`src/rtl/low_rank_adapter_forward_merge_assert.svh`:
```
// Assertion macros for the low-rank adapter block.
`ifndef LOW_RANK_ADAPTER_FORWARD_MERGE_ASSERT_SVH
`define LOW_RANK_ADAPTER_FORWARD_MERGE_ASSERT_SVH
`ifndef SYNTHESIS
`define LRAFM_ASSERT_IMPLY(lbl, clk, rst_n, a, b) \
	lbl: assert property (@(posedge clk) disable iff (!rst_n) (a) |-> (b)) \
		else $error("lrafm assertion failed");
`define LRAFM_ASSERT_NEXT(lbl, clk, rst_n, a, b) \
	lbl: assert property (@(posedge clk) disable iff (!rst_n) (a) |=> (b)) \
		else $error("lrafm assertion failed");
`else
`define LRAFM_ASSERT_IMPLY(lbl, clk, rst_n, a, b)
`define LRAFM_ASSERT_NEXT(lbl, clk, rst_n, a, b)
`endif
`endif

```
`src/rtl/lrafm_pkg.sv`:
```
// Shared types, codes and arithmetic helpers of the low-rank adapter block.
`default_nettype none
package lrafm_pkg;

	typedef enum logic [1:0] {
		KIND_LOAD_A = 2'd0,
		KIND_LOAD_B = 2'd1,
		KIND_VECTOR = 2'd2,
		KIND_WEIGHT = 2'd3
	} kind_t;

	typedef enum logic [1:0] {
		OP_ACC_HIDDEN = 2'd0,
		OP_OUT_DOT    = 2'd1,
		OP_MERGE_DOT  = 2'd2
	} op_t;

	localparam logic [1:0] CFG_RANK   = 2'd0;
	localparam logic [1:0] CFG_INPUTS = 2'd1;
	localparam logic [1:0] CFG_OUTPUTS = 2'd2;
	localparam logic [1:0] CFG_SCALE  = 2'd3;

	localparam logic RESULT_FORWARD = 1'b0;
	localparam logic RESULT_MERGED  = 1'b1;

	typedef struct packed {
		logic              step;
		op_t               op;
		logic              first;
		logic              last;
		logic              clear;
		logic              load_a;
		logic              load_b;
		logic signed [31:0] value;
		logic [13:0]       position;
		logic              result_last;
	} dp_cmd_t;

	typedef struct packed {
		logic pipe_busy;
		logic out_valid;
	} dp_status_t;

	function automatic logic signed [31:0] sat32(input logic signed [48:0] v);
		logic signed [31:0] r;
		if (v > 49'sd2147483647) begin
			r = 32'sh7fffffff;
		end else if (v < -49'sd2147483648) begin
			r = 32'sh80000000;
		end else begin
			r = v[31:0];
		end
		return r;
	endfunction

endpackage
`default_nettype wire

```
`src/rtl/lrafm_ctrl.sv`:
```
// Controller: position counters, weight index recovery and rank-step sequencing.
`default_nettype none
module lrafm_ctrl #(
	parameter int MAX_RANK = 16,
	parameter int MAX_INPUTS = 256,
	parameter int MAX_OUTPUTS = 64,
	localparam int RKN = $clog2(MAX_RANK + 1),
	localparam int NIW = $clog2(MAX_INPUTS + 1),
	localparam int NOW = $clog2(MAX_OUTPUTS + 1),
	localparam int RKW = (MAX_RANK > 1) ? $clog2(MAX_RANK) : 1,
	localparam int AAW = (MAX_RANK * MAX_INPUTS > 1) ? $clog2(MAX_RANK * MAX_INPUTS) : 1,
	localparam int BAW = (MAX_OUTPUTS * MAX_RANK > 1) ? $clog2(MAX_OUTPUTS * MAX_RANK) : 1
) (
	input  wire logic               clk,
	input  wire logic               arst_n,
	input  wire logic [RKN-1:0]     rk,
	input  wire logic [NIW-1:0]     ni,
	input  wire logic [NOW-1:0]     no,
	input  wire logic               cfg_we,
	input  wire logic               in_valid,
	output logic                    in_ready,
	input  wire logic [1:0]         in_kind,
	input  wire logic signed [31:0] in_value,
	input  lrafm_pkg::dp_status_t   status,
	output lrafm_pkg::dp_cmd_t      cmd,
	output logic [AAW-1:0]          a_addr,
	output logic [BAW-1:0]          b_addr,
	output logic [RKW-1:0]          h_idx
);
	localparam int IW = (MAX_INPUTS > 1) ? $clog2(MAX_INPUTS) : 1;
	localparam int OW = (MAX_OUTPUTS > 1) ? $clog2(MAX_OUTPUTS) : 1;
	localparam int WPW = (MAX_OUTPUTS * MAX_INPUTS > 1) ?
		$clog2(MAX_OUTPUTS * MAX_INPUTS) : 1;
	localparam int CW = WPW + NIW + 1;

	typedef enum logic [3:0] {
		ST_IDLE  = 4'b0001,
		ST_DIV   = 4'b0010,
		ST_WAIT  = 4'b0100,
		ST_ISSUE = 4'b1000
	} state_t;

	state_t             state_q;
	lrafm_pkg::op_t     mode_q;
	logic [RKW-1:0]     r_q;
	logic [OW-1:0]      o_q;
	logic [IW-1:0]      vi_q;
	logic               elem_last_q;
	logic               clear_q;
	logic signed [31:0] x_q;
	logic [AAW-1:0]     dpos_q;
	logic [BAW-1:0]     upos_q;
	logic [IW-1:0]      vpos_q;
	logic [WPW-1:0]     wpos_q;
	logic [WPW-1:0]     cur_q;
	logic               wlast_q;
	logic [WPW-1:0]     rem_q;
	logic [OW-1:0]      wo_q;
	logic [IW-1:0]      wi_q;
	logic               dirty_q;

	logic [AAW:0]   na;
	logic [BAW:0]   nb;
	logic [WPW:0]   nw;
	logic [AAW-1:0] ld_a;
	logic [BAW-1:0] ld_b;
	logic [IW-1:0]  vstart;
	logic [WPW-1:0] wstart;
	logic           accept;
	logic           rank_end;
	logic [IW-1:0]  col;
	logic [OW-1:0]  row;

	assign na = (AAW + 1)'(rk) * (AAW + 1)'(ni);
	assign nb = (BAW + 1)'(no) * (BAW + 1)'(rk);
	assign nw = (WPW + 1)'(no) * (WPW + 1)'(ni);

	assign ld_a = ((AAW + 1)'(dpos_q) >= na) ? '0 : dpos_q;
	assign ld_b = ((BAW + 1)'(upos_q) >= nb) ? '0 : upos_q;
	assign vstart = (NIW'(vpos_q) >= ni) ? '0 : vpos_q;
	assign wstart = ((WPW + 1)'(wpos_q) >= nw) ? '0 : wpos_q;

	assign in_ready = (state_q == ST_IDLE);
	assign accept = in_valid && in_ready;
	assign rank_end = (RKN'(r_q) + RKN'(1)) == rk;

	assign col = (mode_q == lrafm_pkg::OP_MERGE_DOT) ? wi_q : vi_q;
	assign row = (mode_q == lrafm_pkg::OP_MERGE_DOT) ? wo_q : o_q;
	assign h_idx = r_q;

	always_comb begin
		cmd = '0;
		cmd.op = mode_q;
		cmd.value = x_q;
		cmd.first = (r_q == '0);
		cmd.last = rank_end;
		cmd.clear = clear_q;
		a_addr = AAW'((AAW + 1)'(r_q) * (AAW + 1)'(ni) + (AAW + 1)'(col));
		b_addr = BAW'((BAW + 1)'(row) * (BAW + 1)'(rk) + (BAW + 1)'(r_q));
		if (mode_q == lrafm_pkg::OP_MERGE_DOT) begin
			cmd.position = 14'(cur_q);
			cmd.result_last = wlast_q;
		end else begin
			cmd.position = 14'(o_q);
			cmd.result_last = (NOW'(o_q) + NOW'(1)) == no;
		end
		if (state_q == ST_ISSUE) begin
			cmd.step = 1'b1;
		end
		if (state_q == ST_IDLE) begin
			cmd.value = in_value;
			cmd.load_a = accept && (in_kind == lrafm_pkg::KIND_LOAD_A);
			cmd.load_b = accept && (in_kind == lrafm_pkg::KIND_LOAD_B);
			a_addr = ld_a;
			b_addr = ld_b;
		end
	end

	always_ff @(posedge clk or negedge arst_n) begin
		if (!arst_n) begin
			state_q <= ST_IDLE;
			mode_q <= lrafm_pkg::OP_ACC_HIDDEN;
			r_q <= '0;
			o_q <= '0;
			vi_q <= '0;
			elem_last_q <= 1'b0;
			clear_q <= 1'b0;
			x_q <= '0;
			dpos_q <= '0;
			upos_q <= '0;
			vpos_q <= '0;
			wpos_q <= '0;
			cur_q <= '0;
			wlast_q <= 1'b0;
			rem_q <= '0;
			wo_q <= '0;
			wi_q <= '0;
			dirty_q <= 1'b0;
		end else begin
			if (cfg_we) begin
				dirty_q <= 1'b1;
			end
			unique case (state_q)
				ST_IDLE: begin
					if (accept) begin
						x_q <= in_value;
						unique case (lrafm_pkg::kind_t'(in_kind))
							lrafm_pkg::KIND_LOAD_A: begin
								dpos_q <= ((AAW + 1)'(ld_a) + (AAW + 1)'(1) >= na) ?
									'0 : ld_a + AAW'(1);
							end
							lrafm_pkg::KIND_LOAD_B: begin
								upos_q <= ((BAW + 1)'(ld_b) + (BAW + 1)'(1) >= nb) ?
									'0 : ld_b + BAW'(1);
							end
							lrafm_pkg::KIND_VECTOR: begin
								mode_q <= lrafm_pkg::OP_ACC_HIDDEN;
								vi_q <= vstart;
								clear_q <= (vstart == '0);
								elem_last_q <= (NIW'(vstart) + NIW'(1)) >= ni;
								vpos_q <= ((NIW'(vstart) + NIW'(1)) >= ni) ?
									'0 : vstart + IW'(1);
								state_q <= ST_WAIT;
							end
							lrafm_pkg::KIND_WEIGHT: begin
								mode_q <= lrafm_pkg::OP_MERGE_DOT;
								cur_q <= wstart;
								wlast_q <= ((WPW + 1)'(wstart) + (WPW + 1)'(1)) >= nw;
								if ((WPW + 1)'(wpos_q) >= nw) begin
									wo_q <= '0;
									wi_q <= '0;
									dirty_q <= 1'b0;
									state_q <= ST_WAIT;
								end else if (dirty_q || cfg_we) begin
									rem_q <= wpos_q;
									wo_q <= '0;
									state_q <= ST_DIV;
								end else begin
									state_q <= ST_WAIT;
								end
							end
							default: begin
							end
						endcase
					end
				end
				ST_DIV: begin
					// Recover row and column of the weight position by repeated
					// subtraction of the row length.
					if (CW'(rem_q) >= CW'(ni)) begin
						rem_q <= rem_q - WPW'(ni);
						wo_q <= wo_q + OW'(1);
					end else begin
						wi_q <= IW'(rem_q);
						dirty_q <= 1'b0;
						state_q <= ST_WAIT;
					end
				end
				ST_WAIT: begin
					if (!status.pipe_busy && ((mode_q == lrafm_pkg::OP_ACC_HIDDEN) ||
						!status.out_valid)) begin
						r_q <= '0;
						state_q <= ST_ISSUE;
					end
				end
				ST_ISSUE: begin
					r_q <= r_q + RKW'(1);
					if (rank_end) begin
						r_q <= '0;
						unique case (mode_q)
							lrafm_pkg::OP_ACC_HIDDEN: begin
								if (elem_last_q) begin
									mode_q <= lrafm_pkg::OP_OUT_DOT;
									o_q <= '0;
									state_q <= ST_WAIT;
								end else begin
									state_q <= ST_IDLE;
								end
							end
							lrafm_pkg::OP_OUT_DOT: begin
								if ((NOW'(o_q) + NOW'(1)) == no) begin
									state_q <= ST_IDLE;
								end else begin
									o_q <= o_q + OW'(1);
									state_q <= ST_WAIT;
								end
							end
							lrafm_pkg::OP_MERGE_DOT: begin
								state_q <= ST_IDLE;
								if (wlast_q) begin
									wpos_q <= '0;
									wo_q <= '0;
									wi_q <= '0;
								end else begin
									wpos_q <= cur_q + WPW'(1);
									if ((NIW'(wi_q) + NIW'(1)) >= ni) begin
										wi_q <= '0;
										wo_q <= wo_q + OW'(1);
									end else begin
										wi_q <= wi_q + IW'(1);
									end
								end
							end
							default: begin
								state_q <= ST_IDLE;
							end
						endcase
					end
				end
				default: begin
					state_q <= ST_IDLE;
				end
			endcase
		end
	end
endmodule
`default_nettype wire

```
`config.mk`:
```
export PLATFORM = sky130hd
export DESIGN_NAME = lrafm_ctrl
export DESIGN_NICKNAME = d
export VERILOG_FILES = /design/src/rtl/low_rank_adapter_forward_merge_assert.svh /design/src/rtl/lrafm_pkg.sv /design/src/rtl/lrafm_ctrl.sv
export SDC_FILE = /design/constraint.sdc
export NUM_CORES = 1
export LEC_CHECK = 0
export ABC_CLOCK_PERIOD_IN_PS = 7200
export BUFFER_PORTS_ARGS = -buffer_cell sky130_fd_sc_hd__buf_2
export CORE_ASPECT_RATIO = 0.75
export CORE_UTILIZATION = 45
export CTS_CLUSTER_DIAMETER = 100
export DETAILED_ROUTE_END_ITERATION = 16
export GPL_ROUTABILITY_DRIVEN = 0
export PLACE_DENSITY = 0.69
export SYNTH_ARGS = -nofsm -noshare
export SYNTH_HDL_FRONTEND = slang
export SYNTH_SLANG_ARGS = --single-unit
```
`constraint.sdc`:
```
create_clock -name clk -period 7.2 [get_ports clk]
set_input_delay 0.72 -clock clk [delete_from_list [all_inputs] [get_ports clk]]
set_output_delay 0.72 -clock clk [all_outputs]
set_load 0.05 [all_outputs]
```
==> results of run 1 <==
[state kept, by name, indices dropped and copies added, names as in the netlist]
signal       cells
x_q             32
cur_q           14
rem_q           14
wpos_q          14
dpos_q          12
upos_q          10
vi_q             8
vpos_q           8
wi_q             8
o_q              6
wo_q             6
h_idx            4
state_q          4
mode_q           2
clear_q          1
dirty_q          1
elem_last_q      1
wlast_q          1
[placed cells by master (no fill, tap or decap), types with 26 or more instances in the layout]
cell type / synthesis / final
nand2_1: 509 / 501
ha_1: 234 / 222
buf_4: 2 / 182
inv_1: 183 / 178
dfrtp_1: 145 / 145
buf_2: 5 / 134
and2_1: 131 / 122
fa_1: 103 / 99
o21ai_0: 109 / 94
nor2_1: 99 / 94
xnor2_1: 75 / 72
a21oi_1: 72 / 59
xor2_1: 52 / 47
nand3_1: 46 / 42
a21o_1: 29 / 29
o31ai_1: 27 / 26
[worst register-to-register path: stages, from the launching register on]
cell and delay [ns]:
dfrtp_1 0.41, inv_1 0.08, ha_1 0.27, inv_1 0.05, a21boi_0 0.06, o21ai_0 0.16, a21oi_1 0.09, a2111oi_0 0.78
o21ai_0 0.36, inv_1 0.19, ha_1 0.22, nand3_1 0.17, nor2_1 0.20, xnor2_1 0.16, nor2_1 0.07, ha_1 0.23
or4_1 0.51, a21oi_1 0.12, nor3_1 0.07, buf_4 0.19, a211oi_1 0.26, a21o_1 0.11
[metrics by stage]
step,TNS (ns),utilization [%],hold WS (ns)
CTS,-0.0319,54.7,0.197
global placement,-6.78,52.0,0.457
global route,-4.24,55.5,0.208
floorplan,-0.504,-,0.424
detailed placement,-10.35,52.0,0.463
finish,-0.899,55.5,0.181
[layer usage]
layer | GRT usage (%) | wire length, um | up-vias
met5 | 0 | 15 | -
met4 | 8.44 | 1370 | 2
met3 | 4.03 | 2910 | 80
met2 | 39.3 | 22500 | 474
met1 | 37.0 | 24100 | 7870
li1 | - | - | 7803
[power by group through the flow]
| stage | logic (mW) | registers, mW | clock network [mW] |
|---|---|---|---|
| after CTS | 4.20 | 1.20 | 0.897 |
| after detailed placement | 4.03 | 1.21 | 0 |
| final | 4.39 | 1.21 | 0.883 |
| after global placement | 3.93 | 1.20 | 0 |
| after floorplan | 2.82 | 1.17 | 0 |
| after global routing | 4.83 | 1.23 | 0.937 |
[kinds of logic (layout without fill, tap and decap cells)]
logic type | Yosys count | after routing | share of synthesized area (%)
compound gates | 354 | 354 | 13.0
xor+xnor | 129 | 129 | 6.52
fa+ha+maj | 337 | 337 | 28.2
buf+inv | 275 | 548 | 5.99
flops | 146 | 146 | 20.7
mux | 29 | 29 | 1.77
other cells | 0 | 2 | 0
simple gates | 921 | 921 | 23.8
[area by class of cell]
cell class	count	area, um^2
Multi-Input combinational cell	1770	13600
Sequential cell	146	3650
Antenna cell	2	5.00
Clock inverter	15	143
Fill cell	3455	17100
Tap cell	512	641
Clock buffer	17	425
Timing Repair Buffer	331	2250
Inverter	185	702
[worst min path at each step]
stage	from	to	slack, ns	depth (start not counted)
floorplan	arst_n	clear_q$_DFFE_PN0P_	0.42	0
global placement	x_q[17]$_DFFE_PN0P_	x_q[17]$_DFFE_PN0P_	0.46	2
detailed placement	x_q[12]$_DFFE_PN0P_	x_q[12]$_DFFE_PN0P_	0.46	2
CTS	arst_n	upos_q[7]$_DFFE_PN0P_	0.20	1
global route	arst_n	upos_q[9]$_DFFE_PN0P_	0.21	1
finish	arst_n	upos_q[7]$_DFFE_PN0P_	0.18	1
[timing repair]
action / CTS / global route
cloned: 1 / 0
pin swaps: 51 / 35
setup buffers: 26 / 11
resized for setup: 63 / 57
setup endpoints to repair: 11 / 23
==> results by group, run 1 <==
Run status
  – Status: finished, violations left
  – Failing checks: setup timing

Yosys
  – Ys async rst share: 100%
  – Synth top area share: 20.5%
  – Syn_nets: 2589
  – Synth top area cells: dfrtp_1 21%, ha_1 17%, fa_1 12%
  – Synth warn: 0
  – Synth cell types: 79
  – Post-synthesis register bit count: 146
  – Synth Area per Inst: 8.07 um^2
  – Most common cell in the netlist: nand2_1
  – Commonest cells post-synth: 509 x nand2_1, 234 x ha_1, 183 x inv_1, 145 x dfrtp_1, 131 x and2_1
  – Post-synth EDFFs: 0
  – Synth Flop Type: dfrtp_1
  – Part of the Yosys area used for sequential elements: 20.7%
  – Post-Syn Instances: 2191
  – Synthesized area: 0.0177 mm^2
  – Leading area contributor after synthesis: dfrtp_1

Placed design
  – IO buf count: 142
  – Placed cells: 2908
  – Placement Cell Area: 0.0200 mm^2
  – HPWL Detailed: 39000 um
  – Setup WS pre-CTS: -0.804 ns

Clock tree
  – CTS tree: done
  – Max clock buf depth: 2
  – Root Buffer: clkbuf_16
  – H-tree levels: 4
  – Clk slew on worst S/H paths: 0.08 ns
  – Clk_lat worst skew: 0.45 ns
  – Total CTS buffers: 17
  – Clk sinks: 146
  – Hold-fix buffers, CTS: 0

Pwr
  – Sw Share: 50.8%
  – Comb pwr share: 67.8%
  – Leakage: 11.1 nW
  – PD cells: 303 mW/mm^2
  – Pint: 3.19 mW
  – Clock Power Share: 13.6%
  – Reg power frac: 18.6%
  – Overall power: 6.48 mW
  – Psw: 3.29 mW
  – VDD IR max: 0.251 mV

Floorplanning
  – Die Y: 174 um
  – Die ar.: 0.0401 mm^2
  – Top Ports: 143
  – Die Wd: 231 um
  – Initial core utilization: 46.0%
  – Row count: 62
  – Core box area: 0.0385 mm^2

Setup path
  – R2R Setup Slk: 2.37 ns
  – Slowest cell on crit path: fa_1
  – CP Capture Type: flop
  – WP data arrival: 7.68 ns
  – Reg-to-reg endpoint: vpos_q[7]$_DFFE_PN0P_
  – Critical Path Fanout Max: 8
  – Crit-path most repeated cell: ha_4
  – CP peak stage delay: 0.58 ns
  – Number of cells on the critical path: 37
  – Worst path bufs/invs: 7
  – R2r startpoint: vpos_q[0]$_DFFE_PN0P_
  – WS Path Type: in2reg
  – R2R depth: 21
  – CP Capture Point: dpos_q[5]$_DFFE_PN0P_
  – Worst setup SP type: primary input
  – Worst EP required: 7.56 ns
  – Delay-heaviest family, CP: adder cells
  – Setup crit start: ni[3]

Route
  – DRT iter0 DRCs: 1241
  – Vias: 16200
  – Via density: 5.45
  – Wire per inst: 17.1 um
  – DRC: 0
  – Final ANT Viol Nets: 0
  – Initial DRT Pass Iterations: 5
  – DRT Wirelength: 50900 um

STA
  – Min Clock Period, post-route: 7.32 ns
  – Final number of hold-violating endpoints: 0
  – Worst-margin pin slew: 1.13 ns
  – Final period util: 102%
  – Highest clock rate: 0.137 GHz
  – Final worst setup slack: -0.121 ns
  – RSZ-0062 raised after global routing: yes
  – Clock Skews: 0.0126 ns
  – Pins over their slew limit: 0
  – Setup Viol. Count Final: 10
  – Max_slew headroom: 22.7%

Min path
  – Worst hold path type: in2async

GRT
  – Largest net degree at the start of global routing: 65
  – Number of global-route vias before repair: 16100
  – GRT Overall Usage: 25.8%
  – Initial antenna violation count: 3
  – Gr ovfl total: 0
  – First-pass GRT wire length: 82900 um

Layout
  – Nets@finish: 2849
  – Non-filler instance count after layout: 2978
  – Layout cells sized above 1: 20.5%
  – Design Area, Final: 0.0214 mm^2
  – Area Overhead vs Synth: 20.9%

Job
  – Max_cap viols: 0
Power figures use the tool's default switching activity.
==> inputs of run 2 (changes only) <==
--- a/config.mk
+++ b/config.mk
@@ -13,6 +13,7 @@
 export DETAILED_ROUTE_END_ITERATION = 16
 export GPL_ROUTABILITY_DRIVEN = 0
 export PLACE_DENSITY = 0.69
+export SKIP_LAST_GASP = 1
 export SYNTH_ARGS = -nofsm -noshare
 export SYNTH_HDL_FRONTEND = slang
 export SYNTH_SLANG_ARGS = --single-unit
==> run 2 against run 1 <==
The run still ends with setup timing left; fmax down 0.34%; cell count did not move; via count shrank 0.33%.
==> results by group, run 2 (synthesized netlist as in run 1, its figures left out) <==
STA
  – Pins over their slew limit: 0 (unchanged)
  – Clock Skews: 0.0131 ns (was 0.0126 ns)
  – Setup Viol. Count Final: 11 (was 10)
  – Min Clock Period, post-route: 7.35 ns (was 7.32 ns)
  – Final worst setup slack: -0.146 ns (was -0.121 ns)
  – RSZ-0062 raised after global routing: yes (unchanged)
  – Final number of hold-violating endpoints: 0 (unchanged)
  – Max_slew headroom: 21.8% (was 22.7%)
  – Final period util: 102% (about the same)
  – Setup_tns: -1.16 ns (was -0.899 ns)
  – Worst-margin pin slew: 1.14 ns (was 1.13 ns)
  – Highest clock rate: 0.136 GHz (was 0.137 GHz)

Floorplanning
  – Core box area: 0.0385 mm^2 (unchanged)
  – Die Wd: 231 um (unchanged)
  – Top Ports: 143 (unchanged)
  – Row count: 62 (unchanged)
  – Initial core utilization: 46.0% (unchanged)
  – Die ar.: 0.0401 mm^2 (unchanged)
  – Die Y: 174 um (unchanged)

Pwr
  – Comb pwr share: 67.6% (was 67.8%)
  – Clock Power Share: 13.7% (was 13.6%)
  – PD cells: 303 mW/mm^2 (about the same)
  – Psw: 3.28 mW (was 3.29 mW)
  – Sw Share: 50.8% (about the same)
  – Leakage: 11.1 nW (about the same)
  – Reg power frac: 18.7% (was 18.6%)
  – Pint: 3.17 mW (was 3.19 mW)
  – VDD IR max: 0.253 mV (was 0.251 mV)

Setup path
  – CP peak stage delay: 0.58 ns (about the same)
  – Worst setup SP type: primary input (unchanged)
  – CP Capture Type: flop (unchanged)
  – R2R depth: 21 (unchanged)
  – Slowest cell on crit path: fa_1 (unchanged)
  – Critical Path Fanout Max: 8 (unchanged)
  – Worst EP required: 7.56 ns (about the same)
  – WS Path Type: in2reg (unchanged)
  – Crit-path most repeated cell: ha_4 (unchanged)
  – WP data arrival: 7.70 ns (was 7.68 ns)

GRT
  – GRT Overall Usage: 25.8% (about the same)
  – Initial antenna violation count: 3 (unchanged)
  – Number of global-route vias before repair: 16100 (about the same)
  – Largest net degree at the start of global routing: 65 (unchanged)
  – Global route hottest layer: met2 (unchanged)
  – GRT met3 Usage: 4.03% (unchanged)
  – Met2 Use GR: 39.3% (unchanged)
  – First-pass GRT wire length: 82900 um (about the same)
  – Gr ovfl total: 0 (unchanged)
  – Routing usage on met1: 37.0% (about the same)

Min path
  – Worst hold path type: in2async (unchanged)

Layout
  – # fillers: 3467 (was 3455)
  – Nets@finish: 2849 (unchanged)
  – Commonest non-fill, non-tap cell in the layout: nand2_1 (unchanged)
  – Biggest register: x_q (unchanged)
  – Max FFs per register: 32 (unchanged)
  – Register area: 0.00365 mm^2 (unchanged)
  – Area of the multi-input gates: 0.0135 mm^2 (was 0.0136 mm^2)
  – Layout cells sized above 1: 20.0% (was 20.5%)
  – Most frequent cells in the layout: 504 x nand2_1, 223 x ha_1, 182 x buf_4 (was 501 x nand2_1, 222 x ha_1, 182 x buf_4)
  – Area Overhead vs Synth: 20.5% (was 20.9%)

Route
  – DRC: 0 (unchanged)
  – DRT iter0 DRCs: 1360 (was 1241)
  – Wire per inst: 17.0 um (was 17.1 um)
  – DRT Wirelength: 50700 um (was 50900 um)
  – Via density: 5.43 (was 5.45)
  – Final ANT Viol Nets: 0 (unchanged)
  – Vias: 16200 (about the same)
  – Initial DRT Pass Iterations: 5 (unchanged)

Run status
  – Failing checks: setup timing (unchanged)
  – Status: finished, violations left (unchanged)

Placed design
  – HPWL Detailed: 39000 um (unchanged)
  – Setup WS pre-CTS: -0.804 ns (unchanged)
  – IO buf count: 142 (unchanged)

Job
  – Max_cap viols: 0 (unchanged)

Clock tree
  – Clk sinks: 146 (unchanged)
  – Root Buffer: clkbuf_16 (unchanged)
  – Total CTS buffers: 17 (unchanged)
  – H-tree levels: 4 (unchanged)
  – CTS tree: done (unchanged)
  – Max clock buf depth: 2 (unchanged)
  – Clk slew on worst S/H paths: 0.08 ns (about the same)
  – Clk_lat worst skew: 0.45 ns (about the same)
run 2: repair_timing:
item | 4_1_cts | 5_1_grt
endpoints found under the hold margin | 0 | 0
hold buffers | 0 | 0
setup endpoints to repair | 11 | 23
gates cloned | 1 | 0
pin swaps | 51 | 33
gates resized for setup | 61 | 45
buffers inserted | 26 | 11
run 2: area by class of cell:
| cell class | instances | share of cell area, % |
|---|---|---|
| inverters | 185 | 3.30 |
| multi-input cells | 1770 | 63.3 |
| diodes | 2 | 0.0235 |
| repair buffers | 331 | 10.5 |
| well taps | 512 | 3.01 |
| clock buffers | 17 | 2.00 |
| clock inverters | 15 | 0.670 |
| flip-flops and latches | 146 | 17.2 |
run 2: power groups by stage:
stage | clock [mW] | combinational [mW] | sequential, mW
floorplan | 0 | 2.82 | 1.17
global placement | 0 | 3.93 | 1.20
detailed placement | 0 | 4.03 | 1.21
CTS | 0.897 | 4.20 | 1.20
global route | 0.937 | 4.80 | 1.23
finish | 0.883 | 4.36 | 1.21
run 2: layer usage:
metal | part of all wire, % | vias to the layer above
li1 | - | 7798
met1 | 47 | 7810
met2 | 44 | 494
met3 | 6.1 | 72
met4 | 2.7 | 2
met5 | 0.030 | -
run 2: final timing paths:
path | start | endpoint | slack (ns)
min | arst_n | upos_q[7]$_DFFE_PN0P_ | 0.18
max | ni[3] | dpos_q[5]$_DFFE_PN0P_ | -0.15
min reg2reg | x_q[7]$_DFFE_PN0P_ | x_q[7]$_DFFE_PN0P_ | 0.48
min in group clk | x_q[7]$_DFFE_PN0P_ | x_q[7]$_DFFE_PN0P_ | 0.48
max in group asynchronous | arst_n | vpos_q[0]$_DFFE_PN0P_ | 5.27
max reg2reg | vpos_q[0]$_DFFE_PN0P_ | vpos_q[7]$_DFFE_PN0P_ | 2.43
run 2: per-stage QoR:
| stage | area, um^2 | total power, mW | utilization [%] | hold slack [ns] | cells |
|---|---|---|---|---|---|
| after floorplan | 17900 | 3.99 | - | 0.424 | 2191 |
| after global placement | 20000 | 5.13 | 52.0 | 0.457 | 2908 |
| after detailed placement | 20000 | 5.24 | 52.0 | 0.463 | 2908 |
| after CTS | 21000 | 6.29 | 54.6 | 0.197 | 2966 |
| after global routing | 21300 | 6.97 | 55.4 | 0.208 | 2978 |
| final | 21300 | 6.45 | 55.4 | 0.179 | 2978 |
run 2: critical path, delay by kind of cell:
kind / cells / cell delay (ns)
XOR/XNOR: 2 / 0.28
AO/OA/AOI/OAI: 13 / 2.49
buffers and inverters: 6 / 0.75
adder cells (fa/ha/maj): 7 / 2.43
AND/OR/NAND/NOR: 9 / 1.02
